### src/interval_resource_allocator_unit_assert.svh
// assertion helpers
`ifndef INTERVAL_RESOURCE_ALLOCATOR_UNIT_ASSERT_SVH
`define INTERVAL_RESOURCE_ALLOCATOR_UNIT_ASSERT_SVH

// same-cycle implication
`define IRA_ASSERT_NOW(label, clk, rst_n, ante, cons) \
	label: assert property (@(posedge clk) disable iff (!rst_n) (ante) |-> (cons)) \
		else $error("ira check failed");

// next-cycle implication
`define IRA_ASSERT_NEXT(label, clk, rst_n, ante, cons) \
	label: assert property (@(posedge clk) disable iff (!rst_n) (ante) |=> (cons)) \
		else $error("ira check failed");

`endif

### src/ira_pkg.sv
package ira_pkg;

	localparam int RESOURCES_DEF  = 2;
	localparam int TIME_BITS_DEF  = 32;
	localparam int INDEX_BITS_DEF = 16;
	localparam int ID_BITS_DEF    = (RESOURCES_DEF > 1) ? $clog2(RESOURCES_DEF) : 1;

	typedef enum logic {
		ST_IDLE,
		ST_WORK
	} state_t;

	typedef enum logic [1:0] {
		BOP_HOLD,
		BOP_CLEAR,
		BOP_SHIFT,
		BOP_INSERT
	} busy_op_t;

	typedef enum logic [1:0] {
		SOP_HOLD,
		SOP_RESTART,
		SOP_PUSH,
		SOP_POP
	} stk_op_t;

	typedef struct packed {
		logic valid;
		logic place;
	} busy_stat_t;

endpackage

### src/ira_if.sv
interface ira_req_if #(
	parameter int TIME_BITS  = ira_pkg::TIME_BITS_DEF,
	parameter int INDEX_BITS = ira_pkg::INDEX_BITS_DEF
);
	logic                  valid;
	logic                  ready;
	logic                  first_of_set;
	logic [TIME_BITS-1:0]  span_start;
	logic [TIME_BITS-1:0]  span_end;
	logic [INDEX_BITS-1:0] item_index;

	modport source (output valid, first_of_set, span_start, span_end, item_index,
		input ready);
	modport sink (input valid, first_of_set, span_start, span_end, item_index,
		output ready);
endinterface

interface ira_rsp_if #(
	parameter int INDEX_BITS = ira_pkg::INDEX_BITS_DEF,
	parameter int ID_BITS    = ira_pkg::ID_BITS_DEF
);
	logic                  valid;
	logic                  ready;
	logic [INDEX_BITS-1:0] result_index;
	logic [ID_BITS-1:0]    resource_id;
	logic                  impossible;

	modport source (output valid, result_index, resource_id, impossible, input ready);
	modport sink (input valid, result_index, resource_id, impossible, output ready);
endinterface

### src/ira_busy_cell.sv
module ira_busy_cell #(
	parameter int TIME_BITS = ira_pkg::TIME_BITS_DEF,
	parameter int ID_BITS   = 1
) (
	input  logic                    clk,
	input  logic                    arst_n,
	input  ira_pkg::busy_op_t       op,
	input  logic [TIME_BITS-1:0]    new_end,
	input  logic [ID_BITS-1:0]      new_owner,
	input  ira_pkg::busy_stat_t     prev_stat,
	input  logic [TIME_BITS-1:0]    prev_end,
	input  logic [ID_BITS-1:0]      prev_owner,
	input  logic                    next_valid,
	input  logic [TIME_BITS-1:0]    next_end,
	input  logic [ID_BITS-1:0]      next_owner,
	output ira_pkg::busy_stat_t     stat,
	output logic [TIME_BITS-1:0]    busy_end,
	output logic [ID_BITS-1:0]      busy_owner
);

	logic                 valid_q;
	logic [TIME_BITS-1:0] end_q;
	logic [ID_BITS-1:0]   owner_q;

	// at or after the insert point: empty, or ends later than the new item
	assign stat.valid = valid_q;
	assign stat.place = !valid_q || (end_q > new_end);
	assign busy_end   = end_q;
	assign busy_owner = owner_q;

	always_ff @(posedge clk or negedge arst_n) begin
		if (!arst_n) begin
			valid_q <= 1'b0;
		end else begin
			case (op)
				ira_pkg::BOP_CLEAR:  valid_q <= 1'b0;
				ira_pkg::BOP_SHIFT:  valid_q <= next_valid;
				ira_pkg::BOP_INSERT: begin
					if (stat.place) begin
						valid_q <= prev_stat.place ? prev_stat.valid : 1'b1;
					end
				end
				default: valid_q <= valid_q;
			endcase
		end
	end

	always_ff @(posedge clk) begin
		case (op)
			ira_pkg::BOP_SHIFT: begin
				end_q   <= next_end;
				owner_q <= next_owner;
			end
			ira_pkg::BOP_INSERT: begin
				if (stat.place) begin
					end_q   <= prev_stat.place ? prev_end : new_end;
					owner_q <= prev_stat.place ? prev_owner : new_owner;
				end
			end
			default: begin
				end_q   <= end_q;
				owner_q <= owner_q;
			end
		endcase
	end

endmodule

### src/ira_stack_cell.sv
module ira_stack_cell #(
	parameter int              ID_BITS = 1,
	parameter logic [ID_BITS-1:0] RST_ID = '0
) (
	input  logic               clk,
	input  logic               arst_n,
	input  ira_pkg::stk_op_t   op,
	input  logic               prev_valid,
	input  logic [ID_BITS-1:0] prev_id,
	input  logic               next_valid,
	input  logic [ID_BITS-1:0] next_id,
	output logic               valid,
	output logic [ID_BITS-1:0] id
);

	logic               valid_q;
	logic [ID_BITS-1:0] id_q;

	assign valid = valid_q;
	assign id    = id_q;

	always_ff @(posedge clk or negedge arst_n) begin
		if (!arst_n) begin
			valid_q <= 1'b1;
			id_q    <= RST_ID;
		end else begin
			case (op)
				ira_pkg::SOP_RESTART: begin
					valid_q <= 1'b1;
					id_q    <= RST_ID;
				end
				ira_pkg::SOP_PUSH: begin
					valid_q <= prev_valid;
					id_q    <= prev_id;
				end
				ira_pkg::SOP_POP: begin
					valid_q <= next_valid;
					id_q    <= next_id;
				end
				default: begin
					valid_q <= valid_q;
					id_q    <= id_q;
				end
			endcase
		end
	end

endmodule

### src/interval_resource_allocator_unit.sv
// Greedy interval allocator over a pool of RESOURCES identical resources.
// req (sink): one interval per item: first_of_set, span_start, span_end,
//   item_index. Items must come in nondecreasing span_start order.
// rsp (source): one result per item: result_index, resource_id, impossible.
// Steps: an item is taken while idle, then the busy chain releases one
//   finished entry per cycle (0..RESOURCES entries per item), then a
//   final step allocates and loads the result register, which drives
//   rsp.valid.
// req.ready is high whenever no item is in work, even while a result
//   still waits in the output register.
// If rsp is stalled, the final step waits; nothing is lost or repeated.
// Reset: busy list empty, free stack holds ids 0..RESOURCES-1 with the
//   highest on top, impossible flag clear. first_of_set restores the same
//   state before its interval. Once impossible, the state stays frozen
//   and every result reports impossible with id 0 until first_of_set.
module interval_resource_allocator_unit #(
	parameter int RESOURCES  = ira_pkg::RESOURCES_DEF,
	parameter int TIME_BITS  = ira_pkg::TIME_BITS_DEF,
	parameter int INDEX_BITS = ira_pkg::INDEX_BITS_DEF,
	parameter int ID_BITS    = ira_pkg::ID_BITS_DEF
) (
	input logic       clk,
	input logic       arst_n,
	ira_req_if.sink   req,
	ira_rsp_if.source rsp
);

	`include "interval_resource_allocator_unit_assert.svh"

	ira_pkg::state_t state_q, state_d;

	logic                  imp_q;
	logic [TIME_BITS-1:0]  start_q;
	logic [TIME_BITS-1:0]  end_q;
	logic [INDEX_BITS-1:0] index_q;

	logic                  rsp_valid_q;
	logic [INDEX_BITS-1:0] rsp_index_q;
	logic [ID_BITS-1:0]    rsp_id_q;
	logic                  rsp_imp_q;

	ira_pkg::busy_op_t   bop;
	ira_pkg::stk_op_t    sop;
	ira_pkg::busy_stat_t busy_stat [RESOURCES];
	logic [TIME_BITS-1:0] busy_end  [RESOURCES];
	logic [ID_BITS-1:0]   busy_owner[RESOURCES];
	logic                 stk_valid [RESOURCES];
	logic [ID_BITS-1:0]   stk_id    [RESOURCES];
	logic [RESOURCES-1:0] busy_vld_vec, stk_vld_vec;

	logic accept, out_room, head_rel, finish, set_imp;
	logic [ID_BITS-1:0] fin_id;
	logic               fin_imp;

	assign accept   = req.valid && req.ready;
	assign out_room = !rsp_valid_q || rsp.ready;
	assign head_rel = busy_stat[0].valid && (busy_end[0] <= start_q);

	genvar gi;
	generate
		for (gi = 0; gi < RESOURCES; gi++) begin : g_cell
			ira_pkg::busy_stat_t  p_stat;
			logic [TIME_BITS-1:0] p_end, n_end;
			logic [ID_BITS-1:0]   p_owner, n_owner, sp_id, sn_id;
			logic                 n_valid, sp_valid, sn_valid;

			if (gi == 0) begin : g_head
				assign p_stat   = '0;
				assign p_end    = '0;
				assign p_owner  = '0;
				assign sp_valid = 1'b1;
				assign sp_id    = busy_owner[0];
			end else begin : g_mid
				assign p_stat   = busy_stat[gi-1];
				assign p_end    = busy_end[gi-1];
				assign p_owner  = busy_owner[gi-1];
				assign sp_valid = stk_valid[gi-1];
				assign sp_id    = stk_id[gi-1];
			end

			if (gi == RESOURCES - 1) begin : g_tail
				assign n_valid  = 1'b0;
				assign n_end    = '0;
				assign n_owner  = '0;
				assign sn_valid = 1'b0;
				assign sn_id    = '0;
			end else begin : g_body
				assign n_valid  = busy_stat[gi+1].valid;
				assign n_end    = busy_end[gi+1];
				assign n_owner  = busy_owner[gi+1];
				assign sn_valid = stk_valid[gi+1];
				assign sn_id    = stk_id[gi+1];
			end

			ira_busy_cell #(
				.TIME_BITS (TIME_BITS),
				.ID_BITS   (ID_BITS)
			) u_busy (
				.clk        (clk),
				.arst_n     (arst_n),
				.op         (bop),
				.new_end    (end_q),
				.new_owner  (stk_id[0]),
				.prev_stat  (p_stat),
				.prev_end   (p_end),
				.prev_owner (p_owner),
				.next_valid (n_valid),
				.next_end   (n_end),
				.next_owner (n_owner),
				.stat       (busy_stat[gi]),
				.busy_end   (busy_end[gi]),
				.busy_owner (busy_owner[gi])
			);

			ira_stack_cell #(
				.ID_BITS (ID_BITS),
				.RST_ID  (ID_BITS'(RESOURCES - 1 - gi))
			) u_stk (
				.clk        (clk),
				.arst_n     (arst_n),
				.op         (sop),
				.prev_valid (sp_valid),
				.prev_id    (sp_id),
				.next_valid (sn_valid),
				.next_id    (sn_id),
				.valid      (stk_valid[gi]),
				.id         (stk_id[gi])
			);

			assign busy_vld_vec[gi] = busy_stat[gi].valid;
			assign stk_vld_vec[gi]  = stk_valid[gi];
		end
	endgenerate

	always_comb begin
		state_d   = state_q;
		bop       = ira_pkg::BOP_HOLD;
		sop       = ira_pkg::SOP_HOLD;
		finish    = 1'b0;
		set_imp   = 1'b0;
		fin_id    = '0;
		fin_imp   = 1'b0;
		req.ready = 1'b0;
		case (state_q)
			ira_pkg::ST_IDLE: begin
				req.ready = 1'b1;
				if (req.valid) begin
					state_d = ira_pkg::ST_WORK;
					if (req.first_of_set) begin
						bop = ira_pkg::BOP_CLEAR;
						sop = ira_pkg::SOP_RESTART;
					end
				end
			end
			ira_pkg::ST_WORK: begin
				if (imp_q) begin
					fin_imp = 1'b1;
					finish  = out_room;
				end else if (head_rel) begin
					bop = ira_pkg::BOP_SHIFT;
					sop = ira_pkg::SOP_PUSH;
				end else if (!stk_valid[0]) begin
					fin_imp = 1'b1;
					finish  = out_room;
					set_imp = out_room;
				end else begin
					fin_id = stk_id[0];
					finish = out_room;
					if (out_room) begin
						bop = ira_pkg::BOP_INSERT;
						sop = ira_pkg::SOP_POP;
					end
				end
				if (finish) begin
					state_d = ira_pkg::ST_IDLE;
				end
			end
			default: state_d = ira_pkg::ST_IDLE;
		endcase
	end

	always_ff @(posedge clk or negedge arst_n) begin
		if (!arst_n) begin
			state_q     <= ira_pkg::ST_IDLE;
			imp_q       <= 1'b0;
			rsp_valid_q <= 1'b0;
		end else begin
			state_q <= state_d;
			if (accept && req.first_of_set) begin
				imp_q <= 1'b0;
			end else if (set_imp) begin
				imp_q <= 1'b1;
			end
			if (finish) begin
				rsp_valid_q <= 1'b1;
			end else if (rsp.ready) begin
				rsp_valid_q <= 1'b0;
			end
		end
	end

	always_ff @(posedge clk) begin
		if (accept) begin
			start_q <= req.span_start;
			end_q   <= req.span_end;
			index_q <= req.item_index;
		end
		if (finish) begin
			rsp_index_q <= index_q;
			rsp_id_q    <= fin_id;
			rsp_imp_q   <= fin_imp;
		end
	end

	assign rsp.valid        = rsp_valid_q;
	assign rsp.result_index = rsp_index_q;
	assign rsp.resource_id  = rsp_id_q;
	assign rsp.impossible   = rsp_imp_q;

	// every resource is either busy or on the free stack
	`IRA_ASSERT_NOW(a_pool_conserved, clk, arst_n, 1'b1,
		($countones(busy_vld_vec) + $countones(stk_vld_vec)) == RESOURCES)

	`IRA_ASSERT_NOW(a_imp_id_zero, clk, arst_n, rsp.valid && rsp.impossible,
		rsp.resource_id == '0)

	`IRA_ASSERT_NEXT(a_accept_starts_work, clk, arst_n, accept,
		(state_q == ira_pkg::ST_WORK) && !req.ready)

	generate
		for (gi = 0; gi + 1 < RESOURCES; gi++) begin : g_chk
			`IRA_ASSERT_NOW(a_busy_sorted, clk, arst_n, busy_stat[gi+1].valid,
				busy_stat[gi].valid && (busy_end[gi] <= busy_end[gi+1]))
		end
	endgenerate

endmodule
### src/flat_wrapper.sv
// flat-port wrapper written by rule: the top's interface ports become plain ports
module interval_resource_allocator_unit_flat 
#(
	parameter int RESOURCES  = ira_pkg::RESOURCES_DEF,
	parameter int TIME_BITS  = ira_pkg::TIME_BITS_DEF,
	parameter int INDEX_BITS = ira_pkg::INDEX_BITS_DEF,
	parameter int ID_BITS    = ira_pkg::ID_BITS_DEF
)
  (clk, arst_n, req_valid, req_first_of_set, req_span_start, req_span_end, req_item_index, req_ready, rsp_valid, rsp_result_index, rsp_resource_id, rsp_impossible, rsp_ready);
  ira_req_if #(.TIME_BITS(TIME_BITS), .INDEX_BITS(INDEX_BITS)) req_i ();
  ira_rsp_if #(.INDEX_BITS(INDEX_BITS), .ID_BITS(ID_BITS)) rsp_i ();
  input logic clk;
  input logic arst_n;
  input wire logic [$bits(req_i.valid)-1:0] req_valid;
  input wire logic [$bits(req_i.first_of_set)-1:0] req_first_of_set;
  input wire logic [$bits(req_i.span_start)-1:0] req_span_start;
  input wire logic [$bits(req_i.span_end)-1:0] req_span_end;
  input wire logic [$bits(req_i.item_index)-1:0] req_item_index;
  output wire logic [$bits(req_i.ready)-1:0] req_ready;
  output wire logic [$bits(rsp_i.valid)-1:0] rsp_valid;
  output wire logic [$bits(rsp_i.result_index)-1:0] rsp_result_index;
  output wire logic [$bits(rsp_i.resource_id)-1:0] rsp_resource_id;
  output wire logic [$bits(rsp_i.impossible)-1:0] rsp_impossible;
  input wire logic [$bits(rsp_i.ready)-1:0] rsp_ready;
  assign req_i.valid = req_valid;
  assign req_i.first_of_set = req_first_of_set;
  assign req_i.span_start = req_span_start;
  assign req_i.span_end = req_span_end;
  assign req_i.item_index = req_item_index;
  assign req_ready = req_i.ready;
  assign rsp_valid = rsp_i.valid;
  assign rsp_result_index = rsp_i.result_index;
  assign rsp_resource_id = rsp_i.resource_id;
  assign rsp_impossible = rsp_i.impossible;
  assign rsp_i.ready = rsp_ready;
  interval_resource_allocator_unit #(.RESOURCES(RESOURCES), .TIME_BITS(TIME_BITS), .INDEX_BITS(INDEX_BITS), .ID_BITS(ID_BITS)) u_core (.clk(clk), .arst_n(arst_n), .req(req_i), .rsp(rsp_i));
endmodule
### config.mk
export PLATFORM = sky130hd
export DESIGN_NAME = interval_resource_allocator_unit_flat
export DESIGN_NICKNAME = d
export VERILOG_FILES = /design/src/ira_pkg.sv /design/src/ira_if.sv /design/src/ira_busy_cell.sv /design/src/ira_stack_cell.sv /design/src/interval_resource_allocator_unit.sv /design/src/flat_wrapper.sv
export VERILOG_INCLUDE_DIRS = /design/src /design/src/src
export SDC_FILE = /design/constraint.sdc
export NUM_CORES = 1
export LEC_CHECK = 0
export BUFFER_PORTS_ARGS = -buffer_cell sky130_fd_sc_hd__buf_2
export CORE_MARGIN = 2
export CORE_UTILIZATION = 53
export CTS_CLUSTER_SIZE = 16
export DETAILED_ROUTE_END_ITERATION = 16
export GPL_ROUTABILITY_DRIVEN = 0
export PLACE_DENSITY = 0.76
export SLEW_MARGIN = 20
export SYNTH_ARGS = -nofsm -noshare
export SYNTH_HDL_FRONTEND = slang
export SYNTH_HIERARCHICAL = 1
export SYNTH_SLANG_ARGS = --single-unit
### constraint.sdc
create_clock -name clk -period 6.68 [get_ports clk]
set_input_delay 1.002 -clock clk [delete_from_list [all_inputs] [get_ports clk]]
set_output_delay 1.002 -clock clk [all_outputs]
set_load 0.01 [all_outputs]
==> flow_summary.yaml, run 1 <==
sta:
  fmax_ghz: 0.2505
  fin_ws_ps: 2687
  setup_tns_ps: 0
  final_max_slew_viol_count: 0
  hold_viol: 0
  grt_setup_unrepaired: "false"
  fin_crit_ps: 3993
  slew-limit-headroom_pct: 31.51
  final-setup-viol-count: 0
  max_slew.worst_pin.slew_ps: 1027
  fin_crit_sh_pct: 59.77
  fin_skew_ps: 16.37
clocking:
  cts_buffer_depth: 2
  postCtsSetupBuffers: 0
  cts-root-buf: "clkbuf_16"
  cts_inserted_buffers: 17
  cts_sinks: 173
  hold_buffers: 0
  cts_tree: "yes"
  clk_transition_reported_paths_ps: 60
  cts_resized: 0
  cts_htree_levels: 4
  clk_latency_ps: 430
cells_and_area:
  final_nets: 1152
  area_growth_syn_to_layout_pct: 17.46
  final_common_cell: "edfxtp_1"
  stdcell_area_um2: 10980
  fillers: 1343
  diodes: 0
  fin_cells: 1209
  most-common-layout-cells: "edfxtp_1 (164), a21oi_1 (107), buf_2 (104)"
  drive_gt1_share_pct: 16.67
logic_synthesis:
  synth_area_per_cell_um2: 11.76
  netlist_area_um2: 9351
  synth_cells: 795
  yosysWarnings: 6
critical_path:
  regToRegStartpoint: "u_core/g_cell[0].u_busy/busy_end[14]"
  critPathRequiredTime_ps: 6840
  worstSetupEndpoint: "u_core/g_cell[0].u_busy/busy_end[12]"
  worst_setup_path_start_kind: "flip-flop"
  r2r_setup_slack_ps: 2690
  critPathArrivalTime_ps: 4150
  cp_max_fo: 37
  r2r.worst_path.cells: 10
  r2r_end: "u_core/g_cell[0].u_busy/busy_end[12]"
  worstSetupPathType: "reg -> reg"
  setup.worst_path.start: "u_core/g_cell[0].u_busy/busy_end[14]"
  cp-end-kind: "flip-flop"
placement:
  numPortBuffers: 104
  dp_cells: 1177
  dpl_cell_area_um2: 10390
  dp_hpwl_um: 13410
  pre_cts_ws_ps: 2684
drt:
  drtIter0Drc: 330
  dr_total_vias: 6210
  drtPass1Iterations: 5
  drt-total-wl_um: 18690
  ant_nets: 0
  drc: 0
  drt-wirelength-per-cell_um: 15.46
  via_per_inst: 5.136
floorplanning:
  start_util_pct: 54.07
  pin_count: 105
  die_w_um: 136.8
  core_um2: 17300
  dieArea_um2: 18720
  die_h_um: 136.8
  placementRows: 48
worst_hold_path:
  hold_path_class: "in -> async"
global_routing:
  grt_max_degree: 82
  grt_pass1_wl_um: 29640
  grt_usage_pct: 20.85
  grt_overflow: 0
  grt_pass1_vias: 6159
  antenna_found_initial: 0
job:
  cap_violations: 0
run_status:
  outcome: "completed"
power:
  max-vdd-ir-drop_mv: 0.2160
  internal_power_uw: 2783
  p_sw_uw: 1459
  pwr-share-comb_pct: 33.8
  leakagePower_uw: 0.005028
  clockPowerShare_pct: 23.5
  seqPwrFrac_pct: 42.8
  total_power_uw: 4242
  powerDensity_nw_per_um2: 386.2
  switching_share_pct: 34.40
## critical path: stages, from the launching register on
cell and delay, ps:
edfxtp_1 430, ha_1 350, a21oi_2 140, nand2_1 50
a21oi_1 220, or4b_4 510, a31oi_4 320, o21a_1 440
and2_2 700, buf_4 440, a21oi_1 120
## routing by layer
layer  wire (um)  up-vias  GRT usage [%]
met1        7816     2897          24.58
met3         749       29          5.000
li1            -     3156              -
met2        9624      128          36.50
met4         501        0          8.648
met5           0        -              0
## area by class of cell
type,count,area (um^2),area share [%]
clock buffers,25,475.5,4.329
flip-flops and latches,173,5154,46.92
well taps,225,281.5,2.563
inverters,103,386.6,3.520
clock inverters,7,113.9,1.037
repair buffers,111,573.1,5.217
multi-input cells,565,4000,36.42
## worst min path at each step
stage / endpoint / slack, ps / cells past startpoint
2_1_floorplan: u_core/rsp.result_index[0] / 400 / 0
3_3_place_gp: u_core/rsp.result_index[10] / 400 / 0
3_5_place_dp: u_core/rsp.result_index[14] / 400 / 0
4_1_cts: u_core/rsp.valid / 410 / 1
5_1_grt: u_core/rsp.valid / 420 / 1
6_report: u_core/rsp.valid / 420 / 1
## registers in the layout, summed over array words and instances, names as in the netlist
register / count
u_core/g_cell.u_busy/valid_q: 2
u_core/g_cell.u_busy/busy_owner: 2
u_core/g_cell.u_busy/busy_end: 64
u_core/imp_q: 1
u_core/rsp.valid: 1
u_core/rsp.impossible: 1
u_core/rsp.resource_id: 1
u_core/state_q: 1
u_core/end_q: 32
u_core/g_cell.u_stk/valid: 2
u_core/rsp.result_index: 16
u_core/g_cell.u_stk/id: 2
u_core/index_q: 16
u_core/start_q: 32
## through the flow
step,hold slack [ps],util (%)
after detailed placement,404.5,60.09
after CTS,409.2,63.50
final,416.6,63.51
after global routing,419.8,63.51
after global placement,400.1,60.09
after floorplan,400.3,-
## power groups by stage
stage	registers, uW	clock network [uW]	logic (uW)
floorplan	1800	0	1010
global placement	1830	0	1370
detailed placement	1830	0	1430
CTS	1810	1020	1440
global route	1850	1060	1620
finish	1810	997	1430
Power figures use the tool's default switching activity.
==> run 2: changes to the inputs <==
--- a/config.mk
+++ b/config.mk
@@ -6,13 +6,14 @@
 export SDC_FILE = /design/constraint.sdc
 export NUM_CORES = 1
 export LEC_CHECK = 0
+export ABC_AREA = 1
 export BUFFER_PORTS_ARGS = -buffer_cell sky130_fd_sc_hd__buf_2
 export CORE_MARGIN = 2
-export CORE_UTILIZATION = 53
+export CORE_UTILIZATION = 59
 export CTS_CLUSTER_SIZE = 16
 export DETAILED_ROUTE_END_ITERATION = 16
 export GPL_ROUTABILITY_DRIVEN = 0
-export PLACE_DENSITY = 0.76
+export PLACE_DENSITY = 0.8
 export SLEW_MARGIN = 20
 export SYNTH_ARGS = -nofsm -noshare
 export SYNTH_HDL_FRONTEND = slang
==> constraint.sdc (replaced) <==
create_clock -name clk -period 3.7 [get_ports clk]
set_input_delay 0.555 -clock clk [delete_from_list [all_inputs] [get_ports clk]]
set_output_delay 0.555 -clock clk [all_outputs]
set_load 0.01 [all_outputs]
==> flow_summary.yaml, run 2 <==
run_status:
  outcome: "completed"
drt:
  drt-total-wl_um: 21460
  ant_nets: 0
  drtIter0Drc: 644
  dr_total_vias: 7303
  drc: 0
  drtPass1Iterations: 6
  drt-wirelength-per-cell_um: 15.45
  via_per_inst: 5.258
critical_path:
  cp-end-kind: "flip-flop"
  r2r_setup_slack_ps: 340
  critPathArrivalTime_ps: 3500
  crit_chain: "ha_1, nand2_1, nand2_1, nand3_1, nand2_1, a21oi_1, nand2_1, nand2_1, nand2_1, nand2_2, nand2_2, o21ai_1, buf_4, inv_1, a31oi_4, buf_12"
  worst_setup_path_start_kind: "flip-flop"
  r2r_end: "u_core/g_cell[0].u_busy/busy_end[14]"
  crit_top_cell: "nand2_1"
  cp_slowest_cell: "a31oi_4"
  setup.worst_path.start: "u_core/g_cell[0].u_busy/busy_end[9]"
  critPathRequiredTime_ps: 3840
  cp_slowest_stage_delay_ps: 470
  cp_num_buf_inv: 3
  r2r.worst_path.cells: 16
  worst_path_dominant_cell_family: "compound AO/OA/AOI/OAI gates"
  cp_max_fo: 23
  worstSetupPathType: "reg -> reg"
  regToRegStartpoint: "u_core/g_cell[0].u_busy/busy_end[9]"
floorplanning:
  pin_count: 105
  core_um2: 15770
  die_w_um: 130.8
  start_util_pct: 60.12
  placementRows: 46
  dieArea_um2: 17100
  die_h_um: 130.8
sta:
  final-setup-viol-count: 0
  fin_crit_sh_pct: 90.92
  slew-limit-headroom_pct: 33.12
  fin_crit_ps: 3364
  fin_ws_ps: 336.1
  hold_ws_ps: 284.7
  fin_skew_ps: 6.403
  hold_viol: 0
  grt_setup_unrepaired: "false"
  fmax_ghz: 0.2973
  max_slew.worst_pin.slew_ps: 1003
  final_max_slew_viol_count: 0
global_routing:
  antenna_found_initial: 0
  grt_usage_pct: 26.73
  grt_max_degree: 81
  grt_overflow: 0
  grt_pass1_vias: 7311
  grt_pass1_wl_um: 34540
cells_and_area:
  reg_top3: "u_core/g_cell.u_busy/busy_end x64, u_core/end_q x32, u_core/start_q x32"
  area_growth_syn_to_layout_pct: 17.28
  largest_reg_flops: 64
  largest_register: "u_core/g_cell.u_busy/busy_end"
  drive_gt1_share_pct: 16.37
  fin_cells: 1389
  fin_util_pct: 70.50
  most-common-layout-cells: "nand2_1 (189), a21oi_1 (177), edfxtp_1 (164)"
  diodes: 0
  final_nets: 1341
  final_common_cell: "nand2_1"
placement:
  dp_cells: 1356
  dp_hpwl_um: 14520
  numPortBuffers: 104
  pre_cts_ws_ps: 431.7
power:
  powerDensity_nw_per_um2: 777.8
  leakagePower_uw: 0.005139
  max-vdd-ir-drop_mv: 0.5900
  total_power_uw: 8647
clocking:
  cts_sinks: 173
  cts_htree_levels: 4
  clk_latency_ps: 440
  cts_tree: "yes"
  cts-root-buf: "clkbuf_16"
  clk_transition_reported_paths_ps: 70
  cts_resized: 0
  cts_inserted_buffers: 17
  cts_buffer_depth: 2
worst_hold_path:
  hold-path-endpoint: "u_core/start_q[2]"
  hold_path.startpoint: "req_span_start[2]"
  hold_path_class: "in -> reg"
  min_path_cells: 1
logic_synthesis:
  synth_cells: 981
  yosysWarnings: 6
  netlist_area_um2: 9480
  synth_area_per_cell_um2: 9.664
job:
  cap_violations: 0
## run 2: changes by cell type in the layout (fill, tap and decap cells not counted), sizes merged, moves of 4 or more
cell    before  now
buf        111  117
mux2i       69    0
nor2        73  114
a211oi       4    0
nand2b       7    0
nor2b        5    0
inv        103  148
clkbuf      25   18
nand4       18    8
nand2       31  199
nand3        8   18
a21oi      108  179
o21ai       20    8
## run 2: final cells by class
type                            count  area [um^2]
Sequential cell                   173         5154
Fill cell                        1206         4652
Inverter                          142        533.0
Multi-Input combinational cell    708         3956
Tap cell                          216        270.3
Clock inverter                     14        122.6
Clock buffer                       18        429.2
Timing Repair Buffer              118        653.1
## run 2: per-stage QoR
step                setup TNS (ps)  area (um^2)
floorplan                   -33360         9751
global placement                 0        10560
detailed placement               0        10560
CTS                              0        11120
global route                     0        11120
finish                           0        11120
## run 2: repair_timing
item,in CTS,in global routing
hold buffers,1,0
buffers inserted,0,0
hold endpoints to repair,6,0
## run 2: report_power, final
group / internal [uW] / leakage [uW] / total, uW / switching, uW
Combinational: 1190 / 0.00323 / 3430 / 2240
Sequential: 3080 / 0.00164 / 3510 / 425
Clock: 884 / 0.000264 / 1710 / 823
Total: 5160 / 0.00514 / 8650 / 3490
## run 2: per-layer routing
metal	wire [um]	global-route usage, %
met5	0	0
met4	512	10.39
met3	1602	6.026
met2	10470	44.91
met1	8876	33.96
## run 2: how the worst max path moves through the flow
stage | to | slack (ps) | cells after the start
final | u_core/g_cell[0].u_busy/busy_end[14] | 340 | 16
after global routing | u_core/g_cell[0].u_busy/busy_end[11] | 160 | 16
after CTS | u_core/g_cell[0].u_busy/busy_end[11] | 400 | 16
after detailed placement | u_core/g_cell[0].u_busy/busy_end[19] | 430 | 14
after global placement | u_core/g_cell[0].u_busy/busy_end[8] | 530 | 16
after floorplan | u_core/g_cell[0].u_busy/busy_end[0] | -510 | 13
